<file path="config.mk">
export PLATFORM = sky130hd
export DESIGN_NAME = valve_cycle_stats
export DESIGN_NICKNAME = d
export VERILOG_FILES = /design/src/hw/rtl/vcs_pkg.sv /design/src/hw/rtl/vcs_datapath.sv /design/src/hw/rtl/vcs_ctrl.sv /design/src/hw/rtl/valve_cycle_stats.sv
export SDC_FILE = /design/constraint.sdc
export NUM_CORES = 2
export LEC_CHECK = 0
export ABC_AREA = 1
export BUFFER_PORTS_ARGS = -buffer_cell sky130_fd_sc_hd__buf_2
export CAP_MARGIN = 10
export CORE_MARGIN = 2
export CORE_UTILIZATION = 35
export DETAILED_ROUTE_END_ITERATION = 8
export PLACE_DENSITY = 0.46
export SLEW_MARGIN = 20
export SYNTH_ARGS = -nofsm -noshare
export SYNTH_HDL_FRONTEND = slang
export SYNTH_SLANG_ARGS = --single-unit
</file>
<file path="constraint.sdc">
create_clock -name clk_i -period 10.2 [get_ports clk_i]
set_input_delay 1.53 -clock clk_i [delete_from_list [all_inputs] [get_ports clk_i]]
set_output_delay 1.53 -clock clk_i [all_outputs]
set_load 0.01 [all_outputs]
</file>
<file path="src/hw/rtl/vcs_pkg.sv">
// ----------------------------------------------------------------------------
// vcs_pkg
// Shared types and codes for the valve cycle statistics block: payload words,
// op codes, statistic ids, register indexes and controller/datapath links.
// ----------------------------------------------------------------------------
package vcs_pkg;

  // field widths
  localparam int unsigned OP_W       = 3;
  localparam int unsigned TEMP_W     = 10;
  localparam int unsigned ID_W       = 4;
  localparam int unsigned STAT_W     = 32;
  localparam int unsigned CNT_W      = 16;
  localparam int unsigned PHASE_W    = 16;
  localparam int unsigned CFG_IDX_W  = 1;
  localparam int unsigned CFG_DATA_W = 16;
  localparam int unsigned NUM_STATS  = 11;

  // reset values
  localparam logic [TEMP_W-1:0]     TEMP_TOP      = 10'd1023;
  localparam logic [PHASE_W-1:0]    TICKS_SEC_RST = 16'd1000;
  localparam logic [PHASE_W-1:0]    TICKS_MIN_RST = 16'd60000;

  // input op codes
  localparam logic [OP_W-1:0] OP_TICK  = 3'd0;
  localparam logic [OP_W-1:0] OP_TEMP  = 3'd1;
  localparam logic [OP_W-1:0] OP_OPEN  = 3'd2;
  localparam logic [OP_W-1:0] OP_CLOSE = 3'd3;
  localparam logic [OP_W-1:0] OP_CLEAR = 3'd4;

  // statistic ids, in emit order
  localparam logic [ID_W-1:0] STAT_CLEAR        = 4'd0;
  localparam logic [ID_W-1:0] STAT_TMIN         = 4'd1;
  localparam logic [ID_W-1:0] STAT_TMAX         = 4'd2;
  localparam logic [ID_W-1:0] STAT_LAST_CLOSED  = 4'd3;
  localparam logic [ID_W-1:0] STAT_LAST_OPEN    = 4'd4;
  localparam logic [ID_W-1:0] STAT_COUNT_OPEN   = 4'd5;
  localparam logic [ID_W-1:0] STAT_COUNT_CLOSED = 4'd6;
  localparam logic [ID_W-1:0] STAT_CURRENT      = 4'd7;
  localparam logic [ID_W-1:0] STAT_AVG_CLOSED   = 4'd8;
  localparam logic [ID_W-1:0] STAT_AVG_OPEN     = 4'd9;
  localparam logic [ID_W-1:0] STAT_UPTIME       = 4'd10;

  // configuration register indexes
  localparam logic [CFG_IDX_W-1:0] REG_TICKS_SEC = 1'b0;
  localparam logic [CFG_IDX_W-1:0] REG_TICKS_MIN = 1'b1;

  typedef struct packed {
    logic [OP_W-1:0]   op;
    logic [TEMP_W-1:0] temperature;
  } in_word_t;

  typedef struct packed {
    logic [ID_W-1:0]   stat_id;
    logic [STAT_W-1:0] stat_value;
    logic              last;
  } out_word_t;

  // controller to datapath
  typedef struct packed {
    logic accept;
    logic mul;
    logic div_init;
    logic div_step;
    logic avg_wr;
    logic emit;
  } cmd_t;

  // datapath to controller
  typedef struct packed {
    logic avg_req;
    logic pend_any;
    logic pend_last;
    logic out_free;
  } sts_t;

endpackage

</file>
<file path="src/hw/rtl/vcs_datapath.sv">
// ----------------------------------------------------------------------------
// vcs_datapath
// Statistic registers, tick phases, running-average multiply and restoring
// divider, pending result mask and the output word register.
// ----------------------------------------------------------------------------
module vcs_datapath import vcs_pkg::*; (
  input  logic                  clk_i,
  input  logic                  rst_ni,
  input  logic                  cfg_we_i,
  input  logic [CFG_IDX_W-1:0]  cfg_idx_i,
  input  logic [CFG_DATA_W-1:0] cfg_wdata_i,
  input  in_word_t              in_data_i,
  input  cmd_t                  cmd_i,
  output sts_t                  sts_o,
  output logic                  out_valid_o,
  output out_word_t             out_data_o,
  input  logic                  out_stall_i
);

  localparam int unsigned PROD_W = STAT_W + CNT_W;
  localparam int unsigned DVD_W  = PROD_W + 1;

  function automatic logic [CNT_W-1:0] sat16_inc(input logic [CNT_W-1:0] v);
    sat16_inc = (&v) ? v : v + CNT_W'(1);
  endfunction

  function automatic logic [STAT_W-1:0] sat32_inc(input logic [STAT_W-1:0] v);
    sat32_inc = (&v) ? v : v + STAT_W'(1);
  endfunction

  // configuration and statistics
  logic [PHASE_W-1:0] ticks_sec_q, ticks_min_q;
  logic [PHASE_W-1:0] sec_phase_q, min_phase_q;
  logic [TEMP_W-1:0]  temp_low_q, temp_high_q;
  logic [STAT_W-1:0]  last_closed_q, last_open_q;
  logic [STAT_W-1:0]  mean_closed_q, mean_open_q;
  logic [CNT_W-1:0]   opens_q, closes_q;
  logic [STAT_W-1:0]  cur_secs_q, uptime_q;

  // per-word working registers
  logic [OP_W-1:0]      op_q;
  logic [NUM_STATS-1:0] pend_q, pend_d;
  logic [PROD_W-1:0]    prod_q;
  logic [CNT_W-1:0]     rem_q, dvs_q;
  logic [STAT_W-1:0]    quo_q;
  logic                 out_valid_q;
  out_word_t            out_data_q;

  // tick phase arithmetic
  logic [PHASE_W-1:0] sec_inc, min_inc;
  logic               sec_done, min_done;

  assign sec_inc  = sec_phase_q + PHASE_W'(1);
  assign min_inc  = min_phase_q + PHASE_W'(1);
  assign sec_done = (sec_inc >= ticks_sec_q);
  assign min_done = (min_inc >= ticks_min_q);

  // operands of the running average for the state that just ended
  logic              end_open;
  logic [CNT_W-1:0]  cnt_sel, cnt_m1;
  logic [STAT_W-1:0] mean_sel, sample_sel;
  logic [PROD_W-1:0] mul_res;
  logic [DVD_W-1:0]  dividend;
  logic [CNT_W:0]    trial, trial_diff;
  logic              trial_ge;

  assign end_open   = (op_q == OP_OPEN);
  assign cnt_sel    = end_open ? closes_q : opens_q;
  assign mean_sel   = end_open ? mean_closed_q : mean_open_q;
  assign sample_sel = end_open ? last_closed_q : last_open_q;
  assign cnt_m1     = cnt_sel - CNT_W'(1);
  assign mul_res    = PROD_W'(mean_sel) * PROD_W'(cnt_m1);
  assign dividend   = {1'b0, prod_q} + DVD_W'(sample_sel);

  // one quotient bit per step
  assign trial      = {rem_q, quo_q[STAT_W-1]};
  assign trial_ge   = (trial >= {1'b0, dvs_q});
  assign trial_diff = trial - {1'b0, dvs_q};

  // mask of statistics that change with the incoming word
  logic [NUM_STATS-1:0] acc_mask;

  always_comb begin
    acc_mask = '0;
    case (in_data_i.op)
      OP_TICK: begin
        acc_mask[STAT_CURRENT] = sec_done;
        acc_mask[STAT_UPTIME]  = min_done;
      end
      OP_TEMP: begin
        acc_mask[STAT_TMIN] = (in_data_i.temperature < temp_low_q);
        acc_mask[STAT_TMAX] = (in_data_i.temperature > temp_high_q);
      end
      OP_OPEN: begin
        acc_mask[STAT_LAST_CLOSED] = 1'b1;
        acc_mask[STAT_COUNT_OPEN]  = 1'b1;
        acc_mask[STAT_CURRENT]     = 1'b1;
      end
      OP_CLOSE: begin
        acc_mask[STAT_LAST_OPEN]    = 1'b1;
        acc_mask[STAT_COUNT_CLOSED] = 1'b1;
        acc_mask[STAT_CURRENT]      = 1'b1;
      end
      OP_CLEAR: begin
        acc_mask[STAT_CLEAR] = 1'b1;
      end
      default: begin
        acc_mask = '0;
      end
    endcase
  end

  // lowest pending statistic goes out first
  logic [NUM_STATS-1:0] low_bit;
  logic [ID_W-1:0]      sel_id;
  logic                 sel_found;

  assign low_bit = pend_q & (~pend_q + NUM_STATS'(1));

  always_comb begin
    sel_id    = STAT_CLEAR;
    sel_found = 1'b0;
    for (int i = 0; i < NUM_STATS; i++) begin
      if (pend_q[i] && !sel_found) begin
        sel_id    = ID_W'(i);
        sel_found = 1'b1;
      end
    end
  end

  // value of the selected statistic
  logic [STAT_W-1:0] sel_value;

  always_comb begin
    case (sel_id)
      STAT_TMIN:         sel_value = STAT_W'(temp_low_q);
      STAT_TMAX:         sel_value = STAT_W'(temp_high_q);
      STAT_LAST_CLOSED:  sel_value = last_closed_q;
      STAT_LAST_OPEN:    sel_value = last_open_q;
      STAT_COUNT_OPEN:   sel_value = STAT_W'(opens_q);
      STAT_COUNT_CLOSED: sel_value = STAT_W'(closes_q);
      STAT_CURRENT:      sel_value = cur_secs_q;
      STAT_AVG_CLOSED:   sel_value = mean_closed_q;
      STAT_AVG_OPEN:     sel_value = mean_open_q;
      STAT_UPTIME:       sel_value = uptime_q;
      default:           sel_value = '0;
    endcase
  end

  // pending mask next value
  always_comb begin
    pend_d = pend_q;
    if (cmd_i.accept) begin
      pend_d = acc_mask;
    end else if (cmd_i.avg_wr) begin
      if (end_open) begin
        pend_d[STAT_AVG_CLOSED] = 1'b1;
      end else begin
        pend_d[STAT_AVG_OPEN] = 1'b1;
      end
    end else if (cmd_i.emit) begin
      pend_d = pend_q & ~low_bit;
    end
  end

  // statistics, configuration and control registers
  always_ff @(posedge clk_i or negedge rst_ni) begin
    if (!rst_ni) begin
      ticks_sec_q   <= TICKS_SEC_RST;
      ticks_min_q   <= TICKS_MIN_RST;
      sec_phase_q   <= '0;
      min_phase_q   <= '0;
      temp_low_q    <= TEMP_TOP;
      temp_high_q   <= '0;
      last_closed_q <= '0;
      last_open_q   <= '0;
      mean_closed_q <= '0;
      mean_open_q   <= '0;
      opens_q       <= '0;
      closes_q      <= '0;
      cur_secs_q    <= '0;
      uptime_q      <= '0;
      pend_q        <= '0;
      out_valid_q   <= 1'b0;
    end else begin
      pend_q <= pend_d;

      // register writes
      if (cfg_we_i) begin
        case (cfg_idx_i)
          REG_TICKS_SEC: ticks_sec_q <= cfg_wdata_i;
          REG_TICKS_MIN: ticks_min_q <= cfg_wdata_i;
          default: begin
          end
        endcase
      end

      // state update for an accepted word
      if (cmd_i.accept) begin
        case (in_data_i.op)
          OP_TICK: begin
            if (sec_done) begin
              sec_phase_q <= '0;
              cur_secs_q  <= sat32_inc(cur_secs_q);
            end else begin
              sec_phase_q <= sec_inc;
            end
            if (min_done) begin
              min_phase_q <= '0;
              uptime_q    <= sat32_inc(uptime_q);
            end else begin
              min_phase_q <= min_inc;
            end
          end
          OP_TEMP: begin
            if (in_data_i.temperature < temp_low_q) begin
              temp_low_q <= in_data_i.temperature;
            end
            if (in_data_i.temperature > temp_high_q) begin
              temp_high_q <= in_data_i.temperature;
            end
          end
          OP_OPEN: begin
            last_closed_q <= cur_secs_q;
            opens_q       <= sat16_inc(opens_q);
            cur_secs_q    <= '0;
            sec_phase_q   <= '0;
            if (closes_q == '0) begin
              mean_closed_q <= '0;
            end
          end
          OP_CLOSE: begin
            last_open_q <= cur_secs_q;
            closes_q    <= sat16_inc(closes_q);
            cur_secs_q  <= '0;
            sec_phase_q <= '0;
            if (opens_q == '0) begin
              mean_open_q <= '0;
            end
          end
          OP_CLEAR: begin
            temp_low_q    <= TEMP_TOP;
            temp_high_q   <= '0;
            last_closed_q <= '0;
            last_open_q   <= '0;
            mean_closed_q <= '0;
            mean_open_q   <= '0;
            opens_q       <= '0;
            closes_q      <= '0;
            sec_phase_q   <= '0;
            min_phase_q   <= '0;
          end
          default: begin
          end
        endcase
      end

      // new running average
      if (cmd_i.avg_wr) begin
        if (end_open) begin
          mean_closed_q <= quo_q;
        end else begin
          mean_open_q <= quo_q;
        end
      end

      // output word valid
      if (cmd_i.emit) begin
        out_valid_q <= 1'b1;
      end else if (!out_stall_i) begin
        out_valid_q <= 1'b0;
      end
    end
  end

  // payload and divider registers
  always_ff @(posedge clk_i) begin
    if (cmd_i.accept) begin
      op_q <= in_data_i.op;
    end
    if (cmd_i.mul) begin
      prod_q <= mul_res;
    end
    // quotient fits in 32 bits, so the top dividend bits start as remainder
    if (cmd_i.div_init) begin
      rem_q <= dividend[PROD_W-1:STAT_W];
      quo_q <= dividend[STAT_W-1:0];
      dvs_q <= cnt_sel;
    end else if (cmd_i.div_step) begin
      rem_q <= trial_ge ? trial_diff[CNT_W-1:0] : trial[CNT_W-1:0];
      quo_q <= {quo_q[STAT_W-2:0], trial_ge};
    end
    if (cmd_i.emit) begin
      out_data_q.stat_id    <= sel_id;
      out_data_q.stat_value <= sel_value;
      out_data_q.last       <= (pend_q == low_bit);
    end
  end

  // status back to the controller
  assign sts_o.avg_req   = ((in_data_i.op == OP_OPEN) && (closes_q != '0)) ||
                           ((in_data_i.op == OP_CLOSE) && (opens_q != '0));
  assign sts_o.pend_any  = |pend_q;
  assign sts_o.pend_last = (|pend_q) && (pend_q == low_bit);
  assign sts_o.out_free  = !out_valid_q || !out_stall_i;

  assign out_valid_o = out_valid_q;
  assign out_data_o  = out_data_q;

endmodule

</file>
<file path="src/hw/rtl/vcs_ctrl.sv">
// ----------------------------------------------------------------------------
// vcs_ctrl
// Controller: takes one word at a time, runs the multiply and divide steps of
// the running average when needed, then sends out the pending results.
// ----------------------------------------------------------------------------
module vcs_ctrl import vcs_pkg::*; (
  input  logic clk_i,
  input  logic rst_ni,
  input  logic in_valid_i,
  output logic in_stall_o,
  input  sts_t sts_i,
  output cmd_t cmd_o
);

  localparam int unsigned CNT_BITS = $clog2(STAT_W);
  localparam logic [CNT_BITS-1:0] DIV_LAST = CNT_BITS'(STAT_W - 1);

  localparam logic [2:0] S_IDLE = 3'd0;
  localparam logic [2:0] S_MUL  = 3'd1;
  localparam logic [2:0] S_DIVI = 3'd2;
  localparam logic [2:0] S_DIV  = 3'd3;
  localparam logic [2:0] S_AVG  = 3'd4;
  localparam logic [2:0] S_EMIT = 3'd5;

  logic [2:0]          state_q, state_d;
  logic [CNT_BITS-1:0] cnt_q, cnt_d;

  // next state and commands
  always_comb begin
    state_d = state_q;
    cnt_d   = cnt_q;
    cmd_o   = '0;
    case (state_q)
      S_IDLE: begin
        if (in_valid_i) begin
          cmd_o.accept = 1'b1;
          state_d      = sts_i.avg_req ? S_MUL : S_EMIT;
        end
      end
      S_MUL: begin
        cmd_o.mul = 1'b1;
        state_d   = S_DIVI;
      end
      S_DIVI: begin
        cmd_o.div_init = 1'b1;
        cnt_d          = '0;
        state_d        = S_DIV;
      end
      S_DIV: begin
        cmd_o.div_step = 1'b1;
        cnt_d          = cnt_q + CNT_BITS'(1);
        if (cnt_q == DIV_LAST) begin
          state_d = S_AVG;
        end
      end
      S_AVG: begin
        cmd_o.avg_wr = 1'b1;
        state_d      = S_EMIT;
      end
      S_EMIT: begin
        if (!sts_i.pend_any) begin
          state_d = S_IDLE;
        end else if (sts_i.out_free) begin
          cmd_o.emit = 1'b1;
          if (sts_i.pend_last) begin
            state_d = S_IDLE;
          end
        end
      end
      default: begin
        state_d = S_IDLE;
      end
    endcase
  end

  // state registers
  always_ff @(posedge clk_i or negedge rst_ni) begin
    if (!rst_ni) begin
      state_q <= S_IDLE;
      cnt_q   <= '0;
    end else begin
      state_q <= state_d;
      cnt_q   <= cnt_d;
    end
  end

  assign in_stall_o = (state_q != S_IDLE);

endmodule

</file>
<file path="src/hw/rtl/valve_cycle_stats.sv">
// Ticks, samples and clear go from accept straight to sending their results, if any.
// Valve events with a running average first pass the multiply, divider init, 32-step divider and average write states.
// A new input word is taken only once the block is idle again after the last word's results.
// Results leave one per cycle through the output register when not stalled.
// Reset (async, active low) restores configuration, statistics and control registers to reset values.
// ----------------------------------------------------------------------------
// valve_cycle_stats
// Statistics keeper for a valve controller: tick phases, temperature extremes,
// valve open and closed durations, counts and running averages.
// ----------------------------------------------------------------------------
module valve_cycle_stats import vcs_pkg::*; (
  input  logic                  clk_i,
  input  logic                  rst_ni,
  input  logic                  cfg_we_i,
  input  logic [CFG_IDX_W-1:0]  cfg_idx_i,
  input  logic [CFG_DATA_W-1:0] cfg_wdata_i,
  input  logic                  in_valid_i,
  output logic                  in_stall_o,
  input  in_word_t              in_data_i,
  output logic                  out_valid_o,
  input  logic                  out_stall_i,
  output out_word_t             out_data_o
);

  cmd_t cmd;
  sts_t sts;

  // sequencing
  vcs_ctrl u_ctrl (
    .clk_i      (clk_i),
    .rst_ni     (rst_ni),
    .in_valid_i (in_valid_i),
    .in_stall_o (in_stall_o),
    .sts_i      (sts),
    .cmd_o      (cmd)
  );

  // statistics and arithmetic
  vcs_datapath u_datapath (
    .clk_i       (clk_i),
    .rst_ni      (rst_ni),
    .cfg_we_i    (cfg_we_i),
    .cfg_idx_i   (cfg_idx_i),
    .cfg_wdata_i (cfg_wdata_i),
    .in_data_i   (in_data_i),
    .cmd_i       (cmd),
    .sts_o       (sts),
    .out_valid_o (out_valid_o),
    .out_data_o  (out_data_o),
    .out_stall_i (out_stall_i)
  );

`ifndef SYNTHESIS
  // an accepted word always keeps the block busy for the next cycle
  ap_accept_busy: assert property (@(posedge clk_i) disable iff (!rst_ni)
    (in_valid_i && !in_stall_o) |=> in_stall_o)
    else $error("block idle right after accepting a word");

  // results never stay pending while the block takes new words
  ap_pend_busy: assert property (@(posedge clk_i) disable iff (!rst_ni)
    sts.pend_any |-> in_stall_o)
    else $error("pending results while idle");

  // the final result of a word returns the block to idle
  ap_last_idle: assert property (@(posedge clk_i) disable iff (!rst_ni)
    (cmd.emit && sts.pend_last) |=> (!in_stall_o && out_valid_o && out_data_o.last))
    else $error("final result did not end the word");
`endif

endmodule
</file>
* Yosys cells after proc, flatten, opt, wreduce, memory -nomap -nowiden
Index checks and enable logic that the tools add are counted.
** Word-level totals
- Bits in registers :: 480
- Output and inout port bits :: 39
** Cells by class
- Multiply operators :: 1
- Reduce and logical (&&, ||, !) cells :: 67
- $lt $le $gt $ge :: 5
- Add/sub/neg operators :: 11
- Multiplexer cells :: 88
- Equal/unequal tests :: 36
- Bitwise operators :: 6
** Operators with widths (count)
- 32-bit two-way mux :: 14
- 32-bit case mux with 10 select lines :: 1
- 32-bit case mux with 2 select lines :: 5
- 16-bit two-way mux :: 8
- 16-bit case mux with 2 select lines :: 4
- 16-bit by 1-bit adder with 16-bit output, second input constant :: 4
- 32-bit by 1-bit adder with 32-bit output, second input constant :: 2
- 32-bit AND reduction :: 2
- 48-bit by 32-bit adder with 48-bit output :: 1
- 32-bit by 16-bit multiplier with 48-bit output :: 1
- 10-bit case mux with 2 select lines :: 2
- 16-bit greater-or-equal comparator :: 2
- 16-bit logical NOT :: 2
- 16-bit AND reduction :: 2
- 16-bit nonzero test :: 2
- 3-bit two-way mux :: 10
- 1-bit two-way mux :: 29
- 11-bit bitwise AND :: 2
- 11-bit two-way mux :: 2
- 11-bit inverter :: 2
- 10-bit two-way mux :: 2
- 3-bit case mux with 6 select lines :: 1
- 2-bit AND reduction :: 9
- 2-bit nonzero test :: 9
- other kinds (36) :: 96

* Longest topological paths before layout
- Word-level depth :: 33
- Depth in mapped cells :: 38

* Cells and area by module
From an unflattened synthesis, not the netlist that was laid out.
** Unflattened totals
- Cells, all modules :: 6478
- Area total of the unflattened synthesis :: 48051.1 µm²
** By module, submodules not included
- vcs_datapath :: instances 1, cells each 6418, area an instance 47555.6 µm², sequential area each 12600.8 µm²
- vcs_ctrl :: instances 1, cells each 60, area an instance 495.5 µm², sequential area each 200.2 µm²

* Least setup slack after synthesis
OpenSTA, ideal clock, no wires.
- Kind :: reg-to-reg
- Start point :: register u_datapath.op_q[2]
- End point :: register u_datapath.prod_q[34], data pin
- Setup time :: 0.252 ns
- Path slack :: 3.186 ns
- Period minus slack after synthesis :: 7.014 ns
- Cell stages (with the launch flop) :: 35
- Arrival time :: 6.762 ns
- Path buffers :: 3
- Path through :: edfxtp_1 nor2_1 nand2_2 buf_6 o21ai_4 clkbuf_1 ha_1 or2_2 nand2_1 inv_1 clkbuf_1 nand2_1 fa_1 inv_1 fa_1 inv_1 fa_1 inv_1 fa_1 inv_1 fa_1 inv_1 fa_1 ha_1 nand2_1 nor2_1 inv_1 nor3_1 nand2_1 nand3_1 nand2_1 nand2_1 nand2_1 nand3_1 nand2_1
** Between the ends
- Cells in the longest elaborated chain, start to end :: 4
** Ends and longest elaborated chain
- from (decl) :: RTL line vcs_datapath.sv:41 : logic [OP_W-1:0] op_q;
- from (signal assigned) :: RTL line vcs_datapath.sv:279 : op_q <= in_data_i.op;
- 3-bit by 2-bit == test with 1-bit output (*) :: RTL line vcs_datapath.sv:67 : assign end_open = (op_q == OP_OPEN);
- 16-bit two-way mux :: RTL line vcs_datapath.sv:68 : assign cnt_sel = end_open ? closes_q : opens_q;
- 16-bit by 1-bit subtractor with 16-bit output :: RTL line vcs_datapath.sv:71 : assign cnt_m1 = cnt_sel - CNT_W'(1);
- 32-bit by 16-bit multiplier with 48-bit output (*) :: RTL line vcs_datapath.sv:72 : assign mul_res = PROD_W'(mean_sel) * PROD_W'(cnt_m1);
- named net u_datapath.mul_res[34] :: RTL line vcs_datapath.sv:62 : logic [PROD_W-1:0] mul_res;
- to (signal assigned) :: RTL line vcs_datapath.sv:282 : prod_q <= mul_res;
- to (decl) :: RTL line vcs_datapath.sv:43 : logic [PROD_W-1:0] prod_q;
The timed path passes the listed nets; every way through them passes the cells marked *.
A chain may end at the register's enable or synchronous reset.

* Worst setup path in the final report
- Start point :: register u_datapath.op_q[2]
- End point :: register u_datapath.prod_q[20], data pin
Same word-level chain as after synthesis.

==> run_summary.xml <==
<?xml version="1.0" encoding="UTF-8"?>
<metrics>
  <group name="critical_path">
    <metric name="start_kind" unit="">register</metric>
    <metric name="r2r_start" unit="">u_datapath.op_q[2]</metric>
    <metric name="cp-startpoint" unit="">u_datapath.op_q[2]</metric>
    <metric name="r2r_cells" unit="">27</metric>
    <metric name="endpoint_kind" unit="">register</metric>
    <metric name="highest_fanout_seen_on_the_critical_path" unit="">54</metric>
    <metric name="worstPathArrival" unit="ns">9.28</metric>
    <metric name="crit_path_max_incr_delay" unit="ns">0.58</metric>
    <metric name="timing_worst_setup_path_type" unit="">reg -&gt; reg</metric>
    <metric name="critPathRequiredTime" unit="ns">10.58</metric>
    <metric name="reg2reg_slack" unit="ns">1.30</metric>
    <metric name="destination_of_the_worst_register_to_register_timing_path" unit="">u_datapath.prod_q[20]</metric>
    <metric name="worst_path_max_delay_cell" unit="">sky130_fd_sc_hd__inv_1</metric>
    <metric name="timing.critical_path.to" unit="">u_datapath.prod_q[20]</metric>
  </group>
  <group name="clock_tree">
    <metric name="numCtsBuffers" unit="">58</metric>
    <metric name="tritoncts" unit="">built</metric>
    <metric name="clock-root-buffer" unit="">sky130_fd_sc_hd__clkbuf_16</metric>
    <metric name="cts.repair_timing.setup_buffer_count" unit="">0</metric>
    <metric name="holdBufCountCts" unit="">0</metric>
    <metric name="cts_sinks" unit="">480</metric>
    <metric name="clock_path_buffers" unit="">3</metric>
    <metric name="insertion_delay" unit="ns">0.68</metric>
    <metric name="clock_tree.htree_level_count" unit="">2</metric>
    <metric name="clk_pin_slew_worst_paths" unit="ns">0.07</metric>
    <metric name="post_cts.resized_instances" unit="">0</metric>
  </group>
  <group name="global_routing">
    <metric name="grt_overflow" unit="">0</metric>
    <metric name="grt_pass1_wl" unit="mm">274</metric>
    <metric name="pin_count_of_the_biggest_net_entering_global_routing" unit="">139</metric>
    <metric name="grt_antenna_before_repair" unit="">5</metric>
    <metric name="track_usage" unit="">0.264</metric>
    <metric name="first_global_vias" unit="">42373</metric>
  </group>
  <group name="floorplan">
    <metric name="design.die.area" unit="um^2">138000</metric>
    <metric name="pin_count" unit="">74</metric>
    <metric name="effective_utilization_at_floorplan" unit="">0.353</metric>
    <metric name="core-area" unit="um^2">134000</metric>
    <metric name="die_y" unit="um">371</metric>
    <metric name="die-width" unit="um">371</metric>
    <metric name="placementRows" unit="">134</metric>
  </group>
  <group name="final_layout">
    <metric name="final_nets" unit="">7088</metric>
    <metric name="final-seq-area" unit="um^2">12800</metric>
    <metric name="area_taken_by_multi_input_logic_gates" unit="um^2">28900</metric>
    <metric name="n_fill_cell" unit="">14212</metric>
    <metric name="syn2layout_area_growth" unit="%">9.88</metric>
    <metric name="post_route_cells_drive_above_1_share" unit="">0.0584</metric>
  </group>
  <group name="timing">
    <metric name="setup_viol" unit="">0</metric>
    <metric name="final-hold-violation-count" unit="">0</metric>
    <metric name="fmax" unit="MHz">112</metric>
    <metric name="worst-slew-pin-transition" unit="ns">1.17</metric>
    <metric name="grt_setup_unrepaired" unit="">no</metric>
    <metric name="timing.clock.skew" unit="ns">0.0392</metric>
    <metric name="final_max_tran_viols" unit="">0</metric>
    <metric name="fin_crit_sh" unit="">0.873</metric>
    <metric name="slew-limit-headroom" unit="">0.223</metric>
    <metric name="timing.setup.tns" unit="ns">0</metric>
    <metric name="min_period" unit="ns">8.90</metric>
  </group>
  <group name="detailed_routing">
    <metric name="vias_per_cell" unit="">5.09</metric>
    <metric name="drt-pass1-iter-count" unit="">6</metric>
    <metric name="routed_wl" unit="mm">180</metric>
    <metric name="wl_per_cell" unit="um">21.9</metric>
    <metric name="antenna_violating_nets_post_route" unit="">0</metric>
    <metric name="detailroute.via_count" unit="">41818</metric>
    <metric name="drt_first_iter_violations" unit="">3260</metric>
    <metric name="remaining_drc_errors" unit="">0</metric>
  </group>
  <group name="min_path">
    <metric name="worstHoldPathType" unit="">reg -&gt; reg</metric>
    <metric name="hold_path_startpoint" unit="">u_datapath.ticks_sec_q[15]</metric>
  </group>
  <group name="logic_synthesis">
    <metric name="netlist_instances" unit="">6393</metric>
    <metric name="synthesis.area_per_instance" unit="um^2">7.39</metric>
    <metric name="netlist-cell-type-count" unit="">54</metric>
    <metric name="proportion_of_synthesized_chip_area_in_sequential_cells" unit="">0.271</metric>
    <metric name="synth_cell_area" unit="um^2">47200</metric>
    <metric name="synth_top_cells_by_area" unit="">sky130_fd_sc_hd__fa_1, sky130_fd_sc_hd__dfrtp_1, sky130_fd_sc_hd__nand2_1</metric>
    <metric name="postSynth.topFlopCell" unit="">sky130_fd_sc_hd__dfrtp_1</metric>
    <metric name="total_of_flip_flops_plus_latches_after_synthesis" unit="">480</metric>
    <metric name="synth-edff-count" unit="">152</metric>
    <metric name="yosys_warns" unit="">0</metric>
    <metric name="syn-num-nets" unit="">7078</metric>
    <metric name="async_flop_share" unit="">0.683</metric>
    <metric name="synth_top_area_share" unit="">0.178</metric>
    <metric name="yosys.area.top_type" unit="">sky130_fd_sc_hd__fa_1</metric>
  </group>
  <group name="status">
    <metric name="outcome" unit="">finished, final reports clean</metric>
  </group>
  <group name="place">
    <metric name="dpl.hpwl" unit="mm">143</metric>
    <metric name="buffer_ports.inserted" unit="">73</metric>
    <metric name="gp_routability_congestion" unit="">0.988</metric>
  </group>
  <group name="run">
    <metric name="drv_cap" unit="">0</metric>
  </group>
</metrics>
-- flip-flops by register name, indices dropped and copies added (netlist names), 32 cells and up --
register	count
u_datapath.last_open_q	32
u_datapath.uptime_q	32
u_datapath.quo_q	32
u_datapath.out_data_o	37
u_datapath.cur_secs_q	32
u_datapath.prod_q	48
u_datapath.mean_open_q	32
u_datapath.mean_closed_q	32
u_datapath.last_closed_q	32
-- cell families (layout without fill, tap and decap cells) --
| kind of cell | count (synthesis) | count (layout) | synth area share |
|---|---|---|---|
| AOI/OAI and AO/OA | 726 | 726 | 0.0857 |
| xor gates and xnor gates | 140 | 140 | 0.0260 |
| adders and majority gates | 650 | 650 | 0.239 |
| buffers and inverters | 1480 | 1540 | 0.120 |
| DFF | 480 | 480 | 0.271 |
| other | 0 | 1 | 0 |
| and+or+nand+nor | 2917 | 2917 | 0.258 |
-- Yosys cell counts, types with 10 or more instances --
| library cell | instances |
|---|---|
| sky130_fd_sc_hd__a21oi_1 | 168 |
| sky130_fd_sc_hd__a31oi_1 | 10 |
| sky130_fd_sc_hd__buf_1 | 10 |
| sky130_fd_sc_hd__buf_2 | 39 |
| sky130_fd_sc_hd__clkbuf_1 | 150 |
| sky130_fd_sc_hd__dfrtp_1 | 305 |
| sky130_fd_sc_hd__dfstp_2 | 23 |
| sky130_fd_sc_hd__edfxtp_1 | 152 |
| sky130_fd_sc_hd__fa_1 | 420 |
| sky130_fd_sc_hd__ha_1 | 230 |
| sky130_fd_sc_hd__inv_1 | 1257 |
| sky130_fd_sc_hd__inv_2 | 12 |
| sky130_fd_sc_hd__nand2_1 | 1710 |
| sky130_fd_sc_hd__nand3_1 | 380 |
| sky130_fd_sc_hd__nand3b_1 | 27 |
| sky130_fd_sc_hd__nand4_1 | 99 |
| sky130_fd_sc_hd__nor2_1 | 555 |
| sky130_fd_sc_hd__nor2_4 | 24 |
| sky130_fd_sc_hd__nor3_1 | 70 |
| sky130_fd_sc_hd__nor4_1 | 17 |
| sky130_fd_sc_hd__o2111ai_1 | 13 |
| sky130_fd_sc_hd__o21a_1 | 14 |
| sky130_fd_sc_hd__o21ai_0 | 376 |
| sky130_fd_sc_hd__o21ai_1 | 16 |
| sky130_fd_sc_hd__o21ai_2 | 10 |
| sky130_fd_sc_hd__o22ai_1 | 54 |
| sky130_fd_sc_hd__o31ai_1 | 13 |
| sky130_fd_sc_hd__xnor2_1 | 37 |
| sky130_fd_sc_hd__xor2_1 | 103 |
-- routing by layer --
| layer | track usage | vias to the layer above | share of wire |
|---|---|---|---|
| met5 | 0 | - | 0.000067 |
| met4 | 0.0751 | 2 | 0.031 |
| met3 | 0.0202 | 216 | 0.039 |
| met2 | 0.456 | 1028 | 0.48 |
| met1 | 0.353 | 20673 | 0.45 |
| li1 | - | 19899 | - |
-- placed cells by master, fill, tap and decap left out, drive strengths merged, types with 8 or more instances in the layout --
cell type / synthesis / layout
o221ai: 8 / 8
edfxtp: 152 / 152
o31ai: 13 / 13
o22ai: 54 / 54
xnor2: 37 / 37
fa: 420 / 420
nand2: 1718 / 1718
ha: 230 / 230
o2111ai: 13 / 13
nand4: 99 / 99
nor3: 72 / 72
nor4: 17 / 17
dfstp: 23 / 23
o21a: 14 / 14
nor2: 587 / 587
a31oi: 10 / 10
nand3: 382 / 382
bufinv: 0 / 17
clkinv: 6 / 30
clkbuf: 150 / 61
a21oi: 168 / 168
dfrtp: 305 / 305
o211ai: 8 / 8
nand3b: 27 / 27
o21ai: 405 / 405
inv: 1269 / 1272
xor2: 103 / 103
buf: 55 / 155
-- how the worst min path moves through the flow --
stage               depth (start not counted)                    endpoint  slack (ns)
floorplan                                   1             u_ctrl.cnt_q[3]        0.44
global placement                            1             u_ctrl.cnt_q[3]        0.45
detailed placement                          1             u_ctrl.cnt_q[3]        0.47
CTS                                         1             u_ctrl.cnt_q[3]        0.48
global route                                2  u_datapath.ticks_sec_q[10]        0.50
finish                                      2  u_datapath.ticks_sec_q[15]        0.49
-- stage by stage --
stage	hold WS [ns]	setup slack [ns]	cells	utilization	instance area [um^2]
floorplan	0.440	3.19	6393	-	47200
global placement	0.455	1.30	8111	0.372	49700
detailed placement	0.466	1.47	8111	0.372	49700
CTS	0.481	1.41	8221	0.388	51900
global route	0.498	0.968	8221	0.388	51900
finish	0.487	1.30	8222	0.388	51900
-- cell type report --
class,instances,share of cell area
Antenna cell,1,0.0000482
Clock buffer,61,0.0284
Clock inverter,49,0.0144
Inverter,1275,0.0922
Multi-Input combinational cell,4433,0.556
Sequential cell,480,0.247
Tap cell,1768,0.0426
Timing Repair Buffer,155,0.0196
-- worst max-delay path, delay by kind of cell, from the launching register on --
| family | cells | cell delay, ns |
|---|---|---|
| adder cells (fa/ha/maj) | 7 | 3.44 |
| AO/OA/AOI/OAI | 6 | 1.86 |
| buffers and inverters | 8 | 1.39 |
| AND/OR/NAND/NOR | 5 | 1.29 |
| flip-flops | 1 | 0.38 |
| XOR/XNOR | 1 | 0.18 |
Power is left out: the tool's default activity adds up to more than one toggle a clock period on the data nets, which glitch-free logic cannot reach.
